File: config.mk
export PLATFORM = sky130hd
export DESIGN_NAME = timed_event_queue_core
export DESIGN_NICKNAME = d
export VERILOG_FILES = /design/src/rtl/core/tevq_pkg.sv /design/src/rtl/core/timed_event_queue_core.sv /design/src/rtl/core/tevq_cell.sv
export SDC_FILE = /design/constraint.sdc
export NUM_CORES = 2
export LEC_CHECK = 0
export ABC_AREA = 1
export BUFFER_PORTS_ARGS = -buffer_cell sky130_fd_sc_hd__buf_2
export CORE_MARGIN = 4
export CORE_UTILIZATION = 42
export DETAILED_ROUTE_END_ITERATION = 10
export PLACE_DENSITY_LB_ADDON = 0.08
export SLEW_MARGIN = 15
export SYNTH_ARGS = -nofsm -noshare
export SYNTH_HDL_FRONTEND = slang
export SYNTH_SLANG_ARGS = --single-unit
export TNS_END_PERCENT = 5
File: constraint.sdc
create_clock -name clk -period 4.8 [get_ports clk]
set_input_delay 0.24 -clock clk [delete_from_list [all_inputs] [get_ports clk]]
set_output_delay 0.24 -clock clk [all_outputs]
set_load 0.02 [all_outputs]
File: src/rtl/core/tevq_pkg.sv
`timescale 1ns / 1ps
// ----------------------------------------------------------------------------
// tevq_pkg
// Shared types and codes for the timed event queue core.
// ----------------------------------------------------------------------------
package tevq_pkg;

  localparam int DEPTH_DEF    = 16;
  localparam int TAG_BITS_DEF = 16;
  localparam int MAX_RUN      = 16;   // releases per tick at most

  localparam int TAG_W  = 16;         // tag field width on the ports
  localparam int TIME_W = 32;

  localparam logic FUNC_ADD  = 1'b0;
  localparam logic FUNC_TICK = 1'b1;

  localparam logic [1:0] KIND_ACCEPT = 2'd0;
  localparam logic [1:0] KIND_REJECT = 2'd1;
  localparam logic [1:0] KIND_DUE    = 2'd2;

  typedef enum logic {
    ST_IDLE,
    ST_POP
  } state_t;

  // command broadcast to every cell of the row
  typedef struct packed {
    logic ins;   // sorted insert of the new entry
    logic pop;   // shift toward the head by one
  } cell_ctl_t;

endpackage

File: src/rtl/core/timed_event_queue_core.sv
`timescale 1ns / 1ps
// ----------------------------------------------------------------------------
// timed_event_queue_core
// Sorted timer queue built as a row of shifting cells.
// ----------------------------------------------------------------------------
// Usage:
//   in_*  : requests. in_tuser = func (0 add, 1 tick). in_tdata = tag, time.
//   out_* : results. out_tuser = kind, out_tlast = last of the request.
//   cfg_* : run_enable write, always ready.
// In an add, every cell compares its due time with
// the new one at once and either holds, takes the new entry or takes its
// neighbor's. Its status result is registered the cycle after acceptance.
// A tick with due tasks releases one task per cycle from the head cell
// while the output is not stalled, the row shifting toward the head with
// each release, up to MAX_RUN tasks; a tick with nothing due or with
// releases stopped gives no result. A new request is taken only in the
// idle state and when the output register is empty or being read, so an
// output stall holds the release run in place.
// Reset empties the queue and sets run_enable to 1; no clearing pass.
// ----------------------------------------------------------------------------
module timed_event_queue_core #(
  parameter int DEPTH    = tevq_pkg::DEPTH_DEF,
  parameter int TAG_BITS = tevq_pkg::TAG_BITS_DEF
) (
  input  logic        clk,
  input  logic        rst_n,
  input  logic        in_tvalid,
  output logic        in_tready,
  input  logic [47:0] in_tdata,   // [15:0] task_tag, [47:16] time_value
  input  logic        in_tuser,   // [0] func
  output logic        out_tvalid,
  input  logic        out_tready,
  output logic [47:0] out_tdata,  // [15:0] fired_tag, [47:16] fired_due
  output logic [1:0]  out_tuser,  // [1:0] kind
  output logic        out_tlast,
  input  logic        cfg_valid,
  output logic        cfg_ready,
  input  logic        cfg_data
);

  localparam int CNT_W = $clog2(DEPTH + 1);
  localparam int RUN_W = $clog2(tevq_pkg::MAX_RUN);
  localparam int TW    = tevq_pkg::TIME_W;

  logic [CNT_W-1:0] count_r, count_nxt;
  logic [RUN_W-1:0] n_r, n_nxt;
  logic [TW-1:0]    tval_r, tval_nxt;
  logic             run_en_r;
  tevq_pkg::state_t st_r, st_nxt;

  logic             out_valid_r, out_valid_nxt;
  logic [1:0]       out_kind_r, out_kind_nxt;
  logic [15:0]      out_tag_r, out_tag_nxt;
  logic [TW-1:0]    out_due_r, out_due_nxt;
  logic             out_last_r, out_last_nxt;

  tevq_pkg::cell_ctl_t ctl;
  logic [TW-1:0]       due_q [DEPTH];
  logic [TAG_BITS-1:0] tag_q [DEPTH];
  logic                keep  [DEPTH];
  logic                occ   [DEPTH];

  logic [TAG_BITS-1:0] tag_in;
  logic [15:0]         head_tag16;
  logic [TW-1:0]       in_time;
  logic                slot_free, acc, is_tick, full, head_due_now, pop_last;

  assign in_time = in_tdata[47:16];

  always_comb begin
    tag_in = '0;
    for (int b = 0; b < TAG_BITS && b < 16; b++) tag_in[b] = in_tdata[b];
  end

  always_comb begin
    head_tag16 = '0;
    for (int b = 0; b < TAG_BITS && b < 16; b++) head_tag16[b] = tag_q[0][b];
  end

  // ---- cell row ----
  for (genvar i = 0; i < DEPTH; i++) begin : g_cell
    assign occ[i] = (CNT_W'(i) < count_r);
    tevq_cell #(.TAG_BITS(TAG_BITS)) u_cell (
      .clk      (clk),
      .ctl      (ctl),
      .occ      (occ[i]),
      .new_due  (in_time),
      .new_tag  (tag_in),
      .left_keep((i == 0) ? 1'b1 : keep[(i == 0) ? 0 : i - 1]),
      .left_due (due_q[(i == 0) ? 0 : i - 1]),
      .left_tag (tag_q[(i == 0) ? 0 : i - 1]),
      .right_due(due_q[(i == DEPTH - 1) ? i : i + 1]),
      .right_tag(tag_q[(i == DEPTH - 1) ? i : i + 1]),
      .keep     (keep[i]),
      .due      (due_q[i]),
      .tag      (tag_q[i])
    );
  end

  // ---- control ----
  assign slot_free    = !out_valid_r || out_tready;
  assign in_tready    = (st_r == tevq_pkg::ST_IDLE) && slot_free;
  assign acc          = in_tvalid && in_tready;
  assign is_tick      = (in_tuser == tevq_pkg::FUNC_TICK);
  assign full         = (count_r == CNT_W'(DEPTH));
  assign head_due_now = (count_r != '0) && (due_q[0] <= in_time);
  assign pop_last     = !((count_r > CNT_W'(1)) && (due_q[1] <= tval_r) &&
                          (n_r < RUN_W'(tevq_pkg::MAX_RUN - 1)));

  always_comb begin
    st_nxt = st_r;
    unique case (st_r)
      tevq_pkg::ST_IDLE: begin
        if (acc && is_tick && run_en_r && head_due_now) st_nxt = tevq_pkg::ST_POP;
      end
      tevq_pkg::ST_POP: begin
        if (slot_free && pop_last) st_nxt = tevq_pkg::ST_IDLE;
      end
      default: st_nxt = tevq_pkg::ST_IDLE;
    endcase
  end

  always_comb begin
    ctl           = '0;
    count_nxt     = count_r;
    n_nxt         = n_r;
    tval_nxt      = tval_r;
    out_valid_nxt = out_valid_r && !out_tready;
    out_kind_nxt  = out_kind_r;
    out_tag_nxt   = out_tag_r;
    out_due_nxt   = out_due_r;
    out_last_nxt  = out_last_r;
    unique case (st_r)
      tevq_pkg::ST_IDLE: begin
        if (acc) begin
          if (is_tick) begin
            tval_nxt = in_time;
            n_nxt    = '0;
          end else begin
            out_valid_nxt = 1'b1;
            out_tag_nxt   = '0;
            out_due_nxt   = '0;
            out_last_nxt  = 1'b1;
            if (full) begin
              out_kind_nxt = tevq_pkg::KIND_REJECT;
            end else begin
              out_kind_nxt = tevq_pkg::KIND_ACCEPT;
              ctl.ins      = 1'b1;
              count_nxt    = count_r + CNT_W'(1);
            end
          end
        end
      end
      tevq_pkg::ST_POP: begin
        if (slot_free) begin
          ctl.pop       = 1'b1;
          count_nxt     = count_r - CNT_W'(1);
          n_nxt         = n_r + RUN_W'(1);
          out_valid_nxt = 1'b1;
          out_kind_nxt  = tevq_pkg::KIND_DUE;
          out_tag_nxt   = head_tag16;
          out_due_nxt   = due_q[0];
          out_last_nxt  = pop_last;
        end
      end
      default: ;
    endcase
  end

  always_ff @(posedge clk) begin
    if (!rst_n) begin
      st_r        <= tevq_pkg::ST_IDLE;
      count_r     <= '0;
      n_r         <= '0;
      run_en_r    <= 1'b1;
      out_valid_r <= 1'b0;
    end else begin
      st_r        <= st_nxt;
      count_r     <= count_nxt;
      n_r         <= n_nxt;
      out_valid_r <= out_valid_nxt;
      if (cfg_valid && cfg_ready) run_en_r <= cfg_data;
    end
  end

  always_ff @(posedge clk) begin
    tval_r     <= tval_nxt;
    out_kind_r <= out_kind_nxt;
    out_tag_r  <= out_tag_nxt;
    out_due_r  <= out_due_nxt;
    out_last_r <= out_last_nxt;
  end

  assign cfg_ready  = 1'b1;
  assign out_tvalid = out_valid_r;
  assign out_tdata  = {out_due_r, out_tag_r};
  assign out_tuser  = out_kind_r;
  assign out_tlast  = out_last_r;

  // ---- checks ----
  a_count_bound: assert property (@(posedge clk) disable iff (!rst_n)
    count_r <= CNT_W'(DEPTH))
    else $error("entry count above depth");

  a_pop_nonempty: assert property (@(posedge clk) disable iff (!rst_n)
    st_r == tevq_pkg::ST_POP |-> count_r != '0)
    else $error("release run on empty queue");

  a_full_reject: assert property (@(posedge clk) disable iff (!rst_n)
    acc && !is_tick && full |=> out_tvalid && out_tuser == tevq_pkg::KIND_REJECT)
    else $error("add on full queue not rejected");

  a_due_in_time: assert property (@(posedge clk) disable iff (!rst_n)
    out_tvalid && out_tuser == tevq_pkg::KIND_DUE |-> out_tdata[47:16] <= tval_r)
    else $error("released task not yet due");

endmodule

File: src/rtl/core/tevq_cell.sv
`timescale 1ns / 1ps
// ----------------------------------------------------------------------------
// tevq_cell
// One slot of the sorted row: holds a due time and a tag.
// ----------------------------------------------------------------------------
module tevq_cell #(
  parameter int TAG_BITS = tevq_pkg::TAG_BITS_DEF
) (
  input  logic                        clk,
  input  tevq_pkg::cell_ctl_t         ctl,
  input  logic                        occ,       // slot holds a live entry
  input  logic [tevq_pkg::TIME_W-1:0] new_due,
  input  logic [TAG_BITS-1:0]         new_tag,
  input  logic                        left_keep, // neighbor toward head keeps
  input  logic [tevq_pkg::TIME_W-1:0] left_due,
  input  logic [TAG_BITS-1:0]         left_tag,
  input  logic [tevq_pkg::TIME_W-1:0] right_due,
  input  logic [TAG_BITS-1:0]         right_tag,
  output logic                        keep,
  output logic [tevq_pkg::TIME_W-1:0] due,
  output logic [TAG_BITS-1:0]         tag
);

  logic [tevq_pkg::TIME_W-1:0] due_r, due_nxt;
  logic [TAG_BITS-1:0]         tag_r, tag_nxt;

  // equal due times stay ahead of the new entry
  assign keep = occ && (due_r <= new_due);

  always_comb begin
    due_nxt = due_r;
    tag_nxt = tag_r;
    priority if (ctl.ins) begin
      if (!keep) begin
        if (left_keep) begin
          due_nxt = new_due;
          tag_nxt = new_tag;
        end else begin
          due_nxt = left_due;
          tag_nxt = left_tag;
        end
      end
    end else if (ctl.pop) begin
      due_nxt = right_due;
      tag_nxt = right_tag;
    end
  end

  always_ff @(posedge clk) begin
    due_r <= due_nxt;
    tag_r <= tag_nxt;
  end

  assign due = due_r;
  assign tag = tag_r;

endmodule
======== Word level (Yosys, flattened, before mapping) ========
Cells that the tools add are included.
operators by class
  muxes and demuxes ....................... 159
  $add $sub $neg .......................... 3
  order comparisons ....................... 35
  reduce and logical (&&, ||, !) cells .... 52
  bitwise operators ....................... 2
  equality and inequality tests ........... 21
operator list
  kind                 count
  $mux 32              63
  $mux 16              63
  $le 32x32->1         17
  $pmux 32 s2          1
  $lt 4x5->1 const A   8
  $ne 2x2->1 const B   19
  $pmux 16 s2          1
  $reduce_and 2->1     16
  $logic_and 1x1->1    26
  $lt 3x5->1 const A   4
  $mux 5               4
  $mux 1               15
  $mux 4               3
  $lt 1x5->1 const A   2
  $lt 2x5->1 const A   2
  $pmux 5 s2           1
  $reduce_and 3->1     3
  $pmux 4 s2           1
  $mux 2               3
  $pmux 1 s2           3
  $add 5x1->5 const B  1
  $eq 5x5->1 const B   1
  $gt 5x1->1 const B   1
  $reduce_bool 5->1    1
  10 further kinds     13
storage, ports and cells
  input bits .............................. 55
  bits in registers ....................... 863
  word-level logic and storage cells ...... 314

======== Depth between registers and ports, before layout ========
  depth in word-level cells ............... 9
  depth in mapped cells ................... 21

======== Cells and area by module ========
From an unflattened synthesis, not the netlist that was laid out.
unflattened totals
  cells, all modules ...................... 7166
  area, all modules ....................... 57915.5 um^2
modules (own cells, without submodules)
  module                  area each (um^2)  instances  cells each
  tevq_cell               3280.6            16         411
  timed_event_queue_core  5425.2            1          590

======== Least setup slack after synthesis ========
OpenSTA, ideal clock, no wires.
  path kind ............................... register to register
  from .................................... register st_r
  to ...................................... register count_r[2]
  stages on the path, launching flop included .. 8
  data required time ...................... 4678 ps
  buffers on the path ..................... 0
  data arrival time ....................... 4250 ps
  slack ................................... 428 ps
  cell sequence ........................... dfxtp_1 -> inv_1 -> a21oi_1 -> o21ai_1 -> a21oi_1 -> o21ai_0 -> o21ai_0 -> a21oi_1
on the way
  longest elaborated chain between the ends .. 5
  elaborated cells on any way between the ends .. 9
  classes of those cells .................. eq/ne: 4; mux: 1; bitwise: 1; reduce/logical: 3
RTL lines
  what                        RTL line                       source
  start: declaration          timed_event_queue_core.sv:49   tevq_pkg::state_t st_r, st_nxt;
  start signal: assignment    timed_event_queue_core.sv:172  st_r <= tevq_pkg::ST_IDLE;
  start signal: assignment    timed_event_queue_core.sv:178  st_r <= st_nxt;
  $not 1->1 (no line)         -
  $logic_and 1x1->1           timed_event_queue_core.sv:102  assign in_tready = (st_r == tevq_pkg::ST_IDLE) && slot_free;
  $logic_and 1x1->1           timed_event_queue_core.sv:103  assign acc = in_tvalid && in_tready;
  $ne 2x2->1 (no line)        -
  $reduce_and 4->1 (no line)  -
  end signal: assignment      timed_event_queue_core.sv:179  count_r <= count_nxt;
  end: declaration            timed_event_queue_core.sv:45   logic [CNT_W-1:0] count_r, count_nxt;
Several ways; a longest one is shown, not always the timed one.
A chain may end at the register's enable or synchronous reset.

======== Final worst setup path ========
  from .................................... input port in_tdata[23]
  to ...................................... register g_cell[2].u_cell.tag_r[11] (data pin)
on the way
  longest elaborated chain between the ends .. 5
RTL lines
  what                              RTL line                      source
  start: declaration                timed_event_queue_core.sv:29  input logic [47:0] in_tdata,
  $le 32x32->1                      tevq_cell.sv:28               assign keep = occ && (due_r <= new_due);
  $logic_and 1x1->1                 tevq_cell.sv:28
  $mux 16                           tevq_cell.sv:35               if (left_keep) begin
  $mux 16                           tevq_cell.sv:34               if (!keep) begin
  $mux 16                           tevq_cell.sv:33               priority if (ctl.ins) begin
  via g_cell[2].u_cell.tag_nxt[11]  tevq_cell.sv:25               logic [TAG_BITS-1:0] tag_r, tag_nxt;
  end signal: assignment            tevq_cell.sv:51               tag_r <= tag_nxt;
  end: declaration                  tevq_cell.sv:25
The timed path passes the listed nets, and every way through them passes these cells. The select of a mux whose other input is x is not followed.

==> results.sh <==
export IMPL_status="complete, no violations"
export IMPL_drc=0
export IMPL_drive_gt1_share_pct=6.40
export IMPL_yosysSeqAreaShare_pct=45.0
export IMPL_clock_fmax_mhz=249
export IMPL_grtUsageTotal_pct=28.9
export IMPL_ant_nets=0
export IMPL_final_cell_mix="nand2_1, inv_1, edfxtp_1"
export IMPL_synth_top_area_share_pct=44.6
export IMPL_start_kind="input port"
export IMPL_vias=49500
export IMPL_cp_slowest_cell="nor2_1"
export IMPL_end_kind="flip-flop"
export IMPL_syn_nets=8197
export IMPL_ys_flop_type="edfxtp_1"
export IMPL_post_drt_via_cell_ratio=5.18
export IMPL_final_common_cell="nand2_1"
export IMPL_clk_pin_slew_worst_paths_ps=60
export IMPL_netlist_area_mm2=0.0573
export IMPL_cts_root_buf="clkbuf_16"
export IMPL_powerDensity_mw_per_mm2=360
export IMPL_r2r_slack_ps=930
export IMPL_min_period_ps=4010
export IMPL_core_mm2=0.135
export IMPL_yosysWarnings=0
export IMPL_first_global_vias=47500
export IMPL_clockBufferDepth=3
export IMPL_tritoncts="yes"
export IMPL_cp_common_cell="nand2_1"
export IMPL_slew_violations=0
export IMPL_min_from="in_tvalid"
export IMPL_synthArstFlopShare_pct=0
export IMPL_rows=135
export IMPL_leakagePower_uw=0.0365
export IMPL_postSynthRegisterBits=863
export IMPL_grt_pass1_wl_um=308000
export IMPL_antenna_found_initial=5
export IMPL_max_slew_margin_rel_pct=16.0
export IMPL_required_ps=5280
export IMPL_initial_core_util_pct=42.3
export IMPL_tightest_slew_ps=1250
export IMPL_nNetsFinal=8297
export IMPL_r2r_start="g_cell[1].u_cell.due[7]$_DFFE_PP_"
export IMPL_dp_cells=9314
export IMPL_hold_depth=5
export IMPL_syn_instance_count=7594
export IMPL_ir_drop_mv=0.303
export IMPL_synth_edf_count=851
export IMPL_portBuffers=107
export IMPL_stdcell_count=9562
export IMPL_rsz0062_at_grt="no"
export IMPL_hold_viol=0
export IMPL_grt_max_degree=172
export IMPL_synth_cell_type_count=34
export IMPL_wire_per_inst_um=21.8
export IMPL_die_area_mm2=0.142
export IMPL_htreeDepth=3
export IMPL_drv_cap=0
export IMPL_rr_endpoint="g_cell[2].u_cell.tag[11]$_DFFE_PP_"
export IMPL_critPathKind="in2reg"
export IMPL_gp_congestion=0.917
export IMPL_crit_arrival_ps=4490
export IMPL_min_to="n_r[2]$_SDFFE_PN0P_"
export IMPL_post_route_period_util_pct=83.6
export IMPL_critical_path_max_stage_delay_ps=610
export IMPL_insertion_delay_ps=750
export IMPL_syn_area_per_cell_um2=7.55
export IMPL_drtIter0Drc=4752
export IMPL_synthTopCellsByArea="edfxtp_1, nand2_1, ha_1, inv_1, a21oi_1"
export IMPL_drtPass1Iterations=6
export IMPL_synthToLayoutAreaGrowth_pct=11.8
export IMPL_overflow=0
export IMPL_layout_setup_ws_ps=788
export IMPL_die_x_um=377
export IMPL_preCtsSetupSlack_ps=655
export IMPL_die_h_um=377
export IMPL_crit_fanout=27
export IMPL_hpwl_um=139000
export IMPL_reg2reg_depth=13
export IMPL_fin_setup_tns_ps=0
export IMPL_hold_path_class="in2reg"
export IMPL_io_pins=109
export IMPL_synth_top_area_cell="edfxtp_1"
export IMPL_crit_start="in_tdata[23]"
export IMPL_path_cells="dlygate4sd3_1 -> buf_2 -> inv_1 -> ha_1 -> nand2_1 -> nor2_1 -> nand4_1 -> nor2_1 -> nand2_1 -> nand2_1 -> nand2_2 -> nand2_2 -> buf_4 -> nand2_1 -> nand2_1 -> nand2_1"
export IMPL_cts_buffers=106
export IMPL_finClkSkew_ps=35.2
export IMPL_wl_um=209000
export IMPL_post_cts_resized=0
export IMPL_setup_viol=0
export IMPL_hold_slack_ps=83.4
export IMPL_cts_sinks=863
[flip-flops by register name, summed over array words and instances (netlist names), 2 cells and up]
signal / count
count_r: 5
g_cell.u_cell.due: 512
g_cell.u_cell.tag: 256
n_r: 4
out_due_r: 32
out_tag_r: 16
out_tuser: 2
tval_r: 32
[cells by family after synthesis]
family                   share of synthesized area (%)
buffers and inverters                             8.60
AO/OA/AOI/OAI                                     3.73
adder cells (fa/ha/maj)                           12.0
other                                          0.00654
XOR/XNOR                                        0.0458
AND/OR/NAND/NOR                                   30.6
flip-flops                                        45.0
[metrics by stage]
stage	utilization, %	instance area [um^2]	total power (uW)
4_1_cts	47.3	64100	23200
6_report	47.3	64100	23100
3_5_place_dp	44.4	60200	15000
2_1_floorplan	-	57300	13100
5_1_grt	47.3	64100	24200
3_3_place_gp	44.4	60200	15000
[cells in the mapped netlist, types with 3 or more instances]
| cell | number |
|---|---|
| nand2_1 | 4159 |
| inv_1 | 935 |
| edfxtp_1 | 851 |
| ha_1 | 548 |
| a21oi_1 | 246 |
| nor2_1 | 178 |
| clkbuf_1 | 141 |
| nand3_1 | 96 |
| buf_2 | 95 |
| o21ai_0 | 90 |
| nand4_1 | 43 |
| nand2_4 | 29 |
| buf_4 | 28 |
| buf_1 | 27 |
| a21o_1 | 21 |
| nand2_2 | 20 |
| o21a_1 | 20 |
| o21ai_1 | 20 |
| dfxtp_1 | 12 |
| nor3_1 | 5 |
| buf_8 | 4 |
| a211oi_1 | 3 |
| buf_6 | 3 |
| inv_2 | 3 |
| nor2_2 | 3 |
| nor4_1 | 3 |
| xor2_1 | 3 |
[where the power goes]
part | switching [uW] | total, uW | internal [uW]
sequential | 576 | 9940 | 9370
clock | 3530 | 8090 | 4560
combinational | 3480 | 5060 | 1580
total | 7590 | 23100 | 15500
[area by class of cell]
cell class / count / area (um^2)
Antenna cell: 1 / 2.50
Clock buffer: 133 / 2830
Clock inverter: 61 / 557
Fill cell: 13600 / 71400
Inverter: 938 / 3530
Multi-Input combinational cell: 5495 / 26800
Sequential cell: 863 / 25800
Tap cell: 1781 / 2230
Timing Repair Buffer: 290 / 2350
[worst max-delay path by stage]
stage                                    endpoint  slack, ps  depth (start not counted)
4_1_cts        g_cell[2].u_cell.tag[11]$_DFFE_PP_        880                         16
3_5_place_dp   g_cell[2].u_cell.tag[11]$_DFFE_PP_        660                         15
2_1_floorplan             count_r[2]$_SDFFE_PN0P_        430                          7
6_report       g_cell[2].u_cell.tag[11]$_DFFE_PP_        790                         16
5_1_grt        g_cell[2].u_cell.tag[14]$_DFFE_PP_        700                         16
3_3_place_gp    g_cell[2].u_cell.due[1]$_DFFE_PP_        670                         15
[critical path, delay by kind of cell]
kind	cells	cell delay, ps
buf+inv	4	1530
fa+ha+maj	1	410
simple gates	11	2300
[routing by layer]
layer,vias up,GRT usage [%],wire length [um]
met1,23300,39.6,91100
met5,-,0,13
met3,360,4.23,15400
met4,2,11.1,8620
met2,1835,46.5,93800
li1,24000,-,-
[timing repair]
item,in CTS,in global routing
hold buffers,53,0
buffers inserted,0,0
endpoints found under the hold margin,106,0
Note: power is estimated with default switching activity, not from simulation.
